**src/rtl/pfr_pkg.sv**
```systemverilog
package pfr_pkg;

    localparam int FRAMES     = 2048;
    localparam int PAGE_BITS  = 19;
    localparam int TIME_BITS  = 32;

    localparam int FRAME_W    = (FRAMES > 1) ? $clog2(FRAMES) : 1;
    localparam int CNT_W      = $clog2(FRAMES + 1);

    localparam int ADDR_W     = 32;
    localparam int POLICY_W   = 1;
    localparam int PSZ_W      = 6;
    localparam int FC_W       = 12;
    localparam int PER_W      = 8;
    localparam int CFG_W      = 12;
    localparam int CFG_IDX_W  = 2;
    localparam int SHIFT_W    = 4;
    localparam int SHIFT_BASE = 10;
    localparam int CLS_W      = 3;

    localparam logic [CFG_IDX_W-1:0] CFG_POLICY       = 2'd0;
    localparam logic [CFG_IDX_W-1:0] CFG_PAGE_SIZE_KB = 2'd1;
    localparam logic [CFG_IDX_W-1:0] CFG_FRAME_COUNT  = 2'd2;
    localparam logic [CFG_IDX_W-1:0] CFG_REF_PERIOD   = 2'd3;

    localparam logic POLICY_LRU = 1'b0;
    localparam logic POLICY_NRU = 1'b1;

    localparam logic [CLS_W-1:0] CLS_NONE = 3'd4;

    localparam logic [PSZ_W-1:0] RST_PAGE_SIZE_KB = 6'd8;
    localparam logic [FC_W-1:0]  RST_FRAME_COUNT  = 12'd2048;
    localparam logic [PER_W-1:0] RST_REF_PERIOD   = 8'd10;

    typedef struct packed {
        logic              policy;
        logic [PSZ_W-1:0]  page_size_kb;
        logic [FC_W-1:0]   frame_count;
        logic [PER_W-1:0]  ref_clear_period;
    } t_cfg;

    typedef struct packed {
        logic load;
        logic scan;
        logic update;
        logic clear;
    } t_cmd;

    typedef struct packed {
        logic scan_done;
        logic out_free;
        logic clear_due;
        logic clear_last;
    } t_sts;

    function automatic logic [SHIFT_W-1:0] page_shift(input logic [PSZ_W-1:0] kb);
        logic [SHIFT_W-1:0] lg;
        lg = '0;
        for (int b = 1; b < PSZ_W; b++) begin
            if (kb[b]) begin
                lg = SHIFT_W'(b);
            end
        end
        return lg + SHIFT_W'(SHIFT_BASE);
    endfunction

    function automatic logic [CNT_W-1:0] frames_in_use(input logic [FC_W-1:0] fc);
        int v;
        v = int'(fc);
        if (v == 0) begin
            v = 1;
        end
        if (v > FRAMES) begin
            v = FRAMES;
        end
        return CNT_W'(v);
    endfunction

endpackage

```
**src/rtl/pfr_ctrl.sv**
```systemverilog
module pfr_ctrl (
    input  logic           i_clk,
    input  logic           i_rst_n,
    input  logic           i_in_valid,
    output logic           o_in_ready,
    input  pfr_pkg::t_sts  i_sts,
    output pfr_pkg::t_cmd  o_cmd
);

    typedef enum logic [1:0] {
        S_IDLE,
        S_SCAN,
        S_UPDATE,
        S_CLEAR
    } t_state;

    t_state r_state;
    t_state n_state;

    always_ff @(posedge i_clk) begin
        if (!i_rst_n) begin
            r_state <= S_IDLE;
        end else begin
            r_state <= n_state;
        end
    end

    always_comb begin
        n_state    = r_state;
        o_cmd      = '0;
        o_in_ready = 1'b0;
        case (r_state)
            S_IDLE: begin
                o_in_ready = 1'b1;
                if (i_in_valid) begin
                    o_cmd.load = 1'b1;
                    n_state    = S_SCAN;
                end
            end
            S_SCAN: begin
                o_cmd.scan = 1'b1;
                if (i_sts.scan_done) begin
                    n_state = S_UPDATE;
                end
            end
            S_UPDATE: begin
                if (i_sts.out_free) begin
                    o_cmd.update = 1'b1;
                    n_state      = i_sts.clear_due ? S_CLEAR : S_IDLE;
                end
            end
            S_CLEAR: begin
                o_cmd.clear = 1'b1;
                if (i_sts.clear_last) begin
                    n_state = S_IDLE;
                end
            end
            default: begin
                n_state = S_IDLE;
            end
        endcase
    end

endmodule

```
**config.mk**
```make
export PLATFORM = sky130hd
export DESIGN_NAME = pfr_ctrl
export DESIGN_NICKNAME = d
export VERILOG_FILES = /design/src/rtl/pfr_pkg.sv /design/src/rtl/pfr_ctrl.sv
export SDC_FILE = /design/constraint.sdc
export NUM_CORES = 1
export LEC_CHECK = 0
export ABC_AREA = 1
export BUFFER_PORTS_ARGS = -buffer_cell sky130_fd_sc_hd__buf_2
export CAP_MARGIN = 20
export CORE_AREA = 2 2 39 41
export DETAILED_ROUTE_END_ITERATION = 6
export DIE_AREA = 0 0 41 43
export GPL_TIMING_DRIVEN = 0
export PLACE_DENSITY_LB_ADDON = 0.2
export SYNTH_ARGS = -nofsm -noshare
export SYNTH_HDL_FRONTEND = slang
export SYNTH_SLANG_ARGS = --single-unit
export TNS_END_PERCENT = 50
```
**constraint.sdc**
```tcl
create_clock -name i_clk -period 2.2 [get_ports i_clk]
set_clock_uncertainty 0.15 [all_clocks]
set_input_delay 0.22 -clock i_clk [delete_from_list [all_inputs] [get_ports i_clk]]
set_output_delay 0.22 -clock i_clk [all_outputs]
set_load 0.05 [all_outputs]
```
# Word-level counts from Yosys, hierarchy flattened
# Index checks and enable logic that the tools add are counted.
# W data, S select, Z words.
[op_classes]
n_reduce_logical = 2
muxes = 13
n_eq_ne = 7
[op_table]
columns = ["operator", "count"]
rows = [
  ["$mux W2", 5],
  ["$ne A2 B2 Y1 const B", 4],
  ["$pmux W2 S4", 1],
  ["$mux W1", 7],
  ["$eq A2 B2 Y1 const B", 2],
  ["$reduce_and A4 Y1", 1],
  ["$eq A2 B1 Y1 const B", 1],
  ["$logic_not A2 Y1", 1],
]
[word_totals]
input_bits = 7
register_bits = 2
word_cells = 23

# Logic depth before layout (Yosys ltp)
# Gate-level depths: netlist of the first run.
[logic_depth]
ltp_word = 3
depth_mapped = 7
ltp_nobuf = 6

# Worst setup path after synthesis of the first run
# Ideal clock, no wire load.
[synth_timing]
kind = "reg-to-output"
from = "reg r_state[1]"
to = "out o_cmd[1] in the netlist's numbering"
setup_slack_ns = 0.248
path_stages_with_launch = 4
t_required_ns = 1.830
path_buffers = 1
arrival_time_ns = 1.582
path_cell_list = "dfxtp_1 buf_6 inv_2 nor3_1"
[synth_lines]
columns = ["element", "line_no", "source"]
rows = [
  ["start, declared", "pfr_ctrl.sv:17", "t_state r_state;"],
  ["start signal, assigned", "pfr_ctrl.sv:24", "r_state <= n_state;"],
  ["end, declared", "pfr_ctrl.sv:7", "output pfr_pkg::t_cmd o_cmd"],
]

==> impl_metrics.csv, run 1 <==
group,metric,value,unit
yosys,synth_area,205,sq um
timing,rsz0062_at_grt,"no",
clock_tree,cts-root-buf,"clkbuf_4",
worst_setup_path,critPathKind,"flip-flop to output port",
yosys,synthXorXnorAreaFrac,0,
global_route,busiest_layer,"met4",
timing,hold_viol,0,
power,p_sw,0.314,mW
clock_tree,htree_levels,1,
yosys,synth_cell_types,15,
floorplanning,die_x,41,microns
worst_setup_path,cp-start-kind,"flip-flop",
power,p_total,0.557,mW
worst_hold_path,worstHoldStart,"i_rst_n",
power,peakVddDrop,0.462,mV
timing,whs,89.4,ps
global_route,grt_pass1_vias,202,
global_route,grt_pass1_wl,717,microns
layout,seq_area,40.0,sq um
layout,area_growth,47.6,%
floorplanning,initial_core_util,0.148,
worst_setup_path,worst_r2r_path_depth,7,
layout,top_register,"r_state",
yosys,avgSynthCellArea,6.22,sq um
power,power_density,1840,nW/um^2
flow_run,drv_cap,0,
timing,worstMarginPinSlew,250,ps
status,run_status,"complete, no violations",
worst_setup_path,r2r_setup_slack,1050,ps
layout,largest_reg_flops,2,
place,placed_cells,60,
timing,finalSetupViolations,0,
timing,drv_slew,0,
clock_tree,postCtsHoldBufs,0,
clock_tree,cts_buffers,3,
timing,slew_headroom,0.834,
timing,period_needed,1540,ps
clock_tree,cts_resized,0,
yosys,ys_seq_elements,2,
route,viasPerCell,3.54,
place,pre_cts_ws,880,ps
global_route,antenna_found_initial,0,
route,routedWlPerCell,6.97,microns
route,ant_nets,0,
route,vias,223,
global_route,grt_start_max_net_pins,11,
layout,final_area,303,sq um
layout,fillers,167,
timing,timing.final.crit_share,0.702,
clock_tree,clk_pin_slew,30,ps
timing,setup_slack,656,ps
global_route,grt_util_met2,0.0750,
route,wl,439,microns
layout,diodes,0,
yosys,synth_top_family_by_area,"simple AND/OR/NAND/NOR gates",
route,drc,0,
clock_tree,clock_path_buffers,2,
clock_tree,post_cts_buffers,0,
layout,instances_no_fill,63,
yosys,synth_simple_gate_area_share,0.409,
global_route,global_route.usage.met1,0.0764,
yosys,synthesis.nets,40,
global_route,grtUsageTotal,0.0611,
layout,reg_top3,"r_state: 2 flops",
worst_setup_path,cp_cell_sequence,"buf_6, inv_2, nor3_1, buf_2",
layout,finalNetCount,56,
floorplanning,fp-row-count,14,
timing,fin_setup_tns,0,ps
place,dp_hpwl,351,microns
route,first_pass_iters,2,
power,pwr-share-clk,0.139,
clock_tree,cts_tree,"yes",
route,first_iter_violations,2,
power,leakagePower,0.167,nW
worst_setup_path,required,1830,ps
floorplanning,die-area,1760,sq um
yosys,netlist_instances,33,
worst_setup_path,crit_arrival,1170,ps
worst_setup_path,reg2reg_to,"r_state[0]$_SDFFE_PN0P_",
floorplanning,boundaryPins,12,
yosys,ys_warn_count,0,
worst_hold_path,worst_hold_path_type,"primary input to flip-flop",
clock_tree,worstSkewPairLatency,220,ps
global_route,overflow,0,
worst_setup_path,cp_slowest_cell,"dfxtp_1",
floorplanning,coreArea,1380,sq um
power,switching_share,0.564,
worst_hold_path,min_to,"r_state[0]$_SDFFE_PN0P_",
yosys,muxShareOfSynthArea,0,
layout,drive_above_1_share,0.511,
place,placedInstanceArea,280,sq um
worst_setup_path,crit_path_max_fanout,10,
power,power_frac_seq,0.119,
clock_tree,clock_sinks,2,
floorplanning,die_y,43,microns
yosys,synth-adder-area-share,0,
worst_setup_path,reg2reg_from,"r_state[1]$_SDFFE_PN0P_",
place,numPortBuffers,11,
worst_setup_path,max_stage_delay,340,ps
worst_setup_path,crit_path_end_kind,"output port",
layout,post-route-util,0.219,
layout,multi_input_area,113,sq um
yosys,synth_compound_area_frac,0.140,
place,gp_congestion,0.680,
yosys,synth_seq_area_share,0.195,
timing,fmax,648,MHz
power,power_frac_comb,0.742,
worst_hold_path,hold_path_depth,3,
power,internal_power,0.243,mW
global_route,grt_use_met3,0.00524,
## placed cells by master (no fill, tap or decap)
cell type	count
nor2_2	2
inv_2	2
a21oi_2	1
nand3_1	3
nor2_1	2
nand2_1	3
o21ai_1	2
dfxtp_1	2
buf_2	11
clkinv_1	1
nor3_1	3
clkbuf_4	3
nand2_2	2
buf_6	2
nand3_2	1
inv_1	5
o21ai_0	2
## cell usage after synthesis
cell	count	area share
dfxtp_1	2	0.20
inv_1	5	0.091
nand2_2	2	0.061
nor3_1	3	0.073
clkinv_1	1	0.018
nand3_1	3	0.073
a21oi_2	1	0.043
nand3_2	1	0.049
buf_6	2	0.11
nor2_1	2	0.037
inv_2	2	0.037
nand2_1	3	0.055
o21ai_0	2	0.049
o21ai_1	2	0.049
nor2_2	2	0.061
## cell families (layout without fill, tap and decap cells)
kind of cell           after synthesis  count (layout)
AOI/OAI and AO/OA                    5               5
buffers and inverters               10              24
DFF                                  2               2
and+or+nand+nor                     16              16
## final cells by class
cell class              instances  area share
repair buffers                 11       0.182
well taps                      16      0.0661
inverters                       8      0.0992
plain buffers                   2      0.0744
flip-flops and latches          2       0.132
clock buffers                   3      0.0744
multi-input cells              21       0.372
## critical path, delay by kind of cell, from the launching register on
kind,cells,cell delay (ps)
and+or+nand+nor,1,140
DFF,1,340
buffers and inverters,3,460
## metal layers
layer  routed length [microns]  up-vias
met1                       201       85
met4                         0        0
met5                         0        -
li1                          -      129
met3                        49        0
met2                       188        9
## power by group through the flow
stage | Clock [mW] | Combinational, mW | Sequential, mW
2_1_floorplan | 0 | 0.350 | 0.0660
3_3_place_gp | 0 | 0.422 | 0.0664
3_5_place_dp | 0 | 0.419 | 0.0669
4_1_cts | 0.0820 | 0.420 | 0.0664
5_1_grt | 0.0847 | 0.452 | 0.0691
6_report | 0.0773 | 0.414 | 0.0662
## how the worst max path moves through the flow
stage                             from       end  slack (ps)  cells past startpoint
3_5_place_dp   r_state[1]$_SDFFE_PN0P_  o_cmd[1]         880                      4
3_3_place_gp   r_state[1]$_SDFFE_PN0P_  o_cmd[1]         870                      4
4_1_cts        r_state[1]$_SDFFE_PN0P_  o_cmd[1]         640                      4
2_1_floorplan  r_state[1]$_SDFFE_PN0P_  o_cmd[1]         250                      3
6_report       r_state[1]$_SDFFE_PN0P_  o_cmd[1]         660                      4
5_1_grt        r_state[1]$_SDFFE_PN0P_  o_cmd[1]         590                      4
Note: power is estimated with default switching activity, not from simulation.
==> run 2: changes to the inputs <==
clock period = 1.25 ns   (was 2.2 ns; I/O delays follow)
==> run 2 against run 1 <==
  * The flow now finishes with violations (setup timing)
  * Combinational power grew to 2.6 times the previous value
  * Final area up 41%
  * Sequential power up 93%
  * Power increased by 140%
==> impl_metrics.csv, run 2 (synthesis gave the netlist of run 1 again) <==
group,metric,value,unit
status,run_status,"finished with violations",
status,violations,"setup timing",
timing,fmax,775,MHz
global_route,overflow,0,
timing,worstMarginPinSlew,221,ps
power,p_total,1.34,mW
clock_tree,clock_sinks,2,
layout,final_cell_mix,"7 x buf_6, 6 x buf_2, 5 x inv_1",
floorplanning,initial_core_util,0.148,
timing,rsz0062_at_grt,"yes",
layout,drive_above_1_share,0.673,
global_route,grtUsageTotal,0.0731,
floorplanning,die_x,41,microns
worst_setup_path,r2r_setup_slack,10,ps
place,gp_congestion,0.662,
worst_setup_path,crit_start,"r_state[1]$_SDFFE_PN0P_",
worst_setup_path,crit_path_max_fanout,5,
place,dp_hpwl,364,microns
worst_setup_path,crit_path_end_kind,"output port",
global_route,grt_pass1_wl,862,microns
worst_setup_path,reg2reg_to,"r_state[0]$_SDFFE_PN0P_",
timing,slew_headroom,0.851,
route,vias,260,
place,numPortBuffers,11,
layout,fillers,154,
layout,diodes,0,
clock_tree,cts-root-buf,"clkbuf_4",
worst_setup_path,required,980,ps
clock_tree,worstSkewPairLatency,220,ps
clock_tree,cts_tree,"yes",
timing,setup_slack,-40.6,ps
floorplanning,die_y,43,microns
timing,finalSetupViolations,3,
timing,hold_viol,0,
route,viasPerCell,3.82,
power,leakagePower,0.210,nW
timing,timing.final.crit_share,1.03,
floorplanning,coreArea,1380,sq um
global_route,antenna_found_initial,0,
layout,top_register,"r_state",
worst_setup_path,critPathKind,"flip-flop to output port",
layout,area_growth,108,%
floorplanning,boundaryPins,12,
route,drc,0,
route,first_pass_iters,3,
route,routedWlPerCell,7.75,microns
layout,largest_reg_flops,2,
power,power_density,3140,nW/um^2
clock_tree,clk_pin_slew,30,ps
global_route,grt_start_max_net_pins,9,
worst_hold_path,worst_hold_path_type,"primary input to flip-flop",
timing,whs,176,ps
clock_tree,htree_levels,1,
layout,post-route-util,0.308,
clock_tree,clock_path_buffers,2,
power,peakVddDrop,0.957,mV
flow_run,drv_cap,0,
layout,mostFrequentLayoutCell,"buf_6",
timing,period_needed,1290,ps
route,ant_nets,0,
route,first_iter_violations,3,
worst_setup_path,cp-start-kind,"flip-flop",
layout,reg_top3,"r_state: 2 flops",
floorplanning,die-area,1760,sq um
route,wl,527,microns
floorplanning,fp-row-count,14,
worst_setup_path,crit_path_end,"o_cmd[1]",
worst_setup_path,crit_arrival,1020,ps
global_route,grt_pass1_vias,231,
timing,drv_slew,0,
layout,finalNetCount,61,
clock_tree,cts_buffers,3,
worst_setup_path,worst_r2r_path_depth,7,
worst_setup_path,reg2reg_from,"r_state[1]$_SDFFE_PN0P_",
## run 2: per-layer routing
layer  vias up  routed length (microns)  GRT usage
li1        140                        -          -
met1       110                      242     0.0860
met2        10                      249      0.106
met3         0                       35     0.0157
met4         0                        0     0.0600
met5         -                        0          0
## run 2: layout make-up
cell class | count | area, sq um | share of cell area
Tap cell | 16 | 20.0 | 0.0469
Multi-Input combinational cell | 21 | 153 | 0.358
Timing Repair Buffer | 16 | 134 | 0.314
Buffer | 2 | 22.5 | 0.0528
Clock buffer | 3 | 22.5 | 0.0528
Inverter | 8 | 30.0 | 0.0704
Sequential cell | 2 | 45.0 | 0.106
## run 2: worst min path at each step
stage,to,cells after the start,slack [ps],from
detailed placement,r_state[0]$_SDFFE_PN0P_,3,220,i_rst_n
global route,r_state[0]$_SDFFE_PN0P_,5,200,i_sts[1]
CTS,r_state[1]$_SDFFE_PN0P_,5,170,i_sts[1]
finish,r_state[0]$_SDFFE_PN0P_,5,180,i_sts[1]
global placement,r_state[0]$_SDFFE_PN0P_,3,220,i_rst_n
floorplan,r_state[0]$_SDFFE_PN0P_,2,100,i_rst_n
## run 2: critical path, cell delays in order (launching register included)
cell and delay, ps:
dfxtp_4 330, buf_6 120, inv_2 50, nor3_4 110
buf_6 180
## run 2: where the power goes
group	switching, mW	internal [mW]	total [mW]	leakage (nW)
clock network	0.0312	0.105	0.137	0.0138
logic	0.627	0.447	1.07	0.178
registers	0.0170	0.111	0.128	0.0175
## run 2: repair_timing
action	4_1_cts	5_1_grt
endpoints found under the hold margin	2	0
hold buffers	1	0
gates cloned	1	0
endpoints found under the setup margin	5	7
pin swaps	2	3
setup buffers	2	1
gates resized for setup	13	5
## run 2: through the flow
step | instances | cell area [sq um] | TNS, ps | setup slack, ps
6_report | 68 | 427 | -82.4 | -40.6
5_1_grt | 68 | 427 | -386 | -84.2
4_1_cts | 67 | 403 | -175 | -51.8
3_5_place_dp | 60 | 310 | -42.2 | -42.2
3_3_place_gp | 60 | 310 | -41.8 | -41.8
2_1_floorplan | 33 | 235 | -216 | -98.5
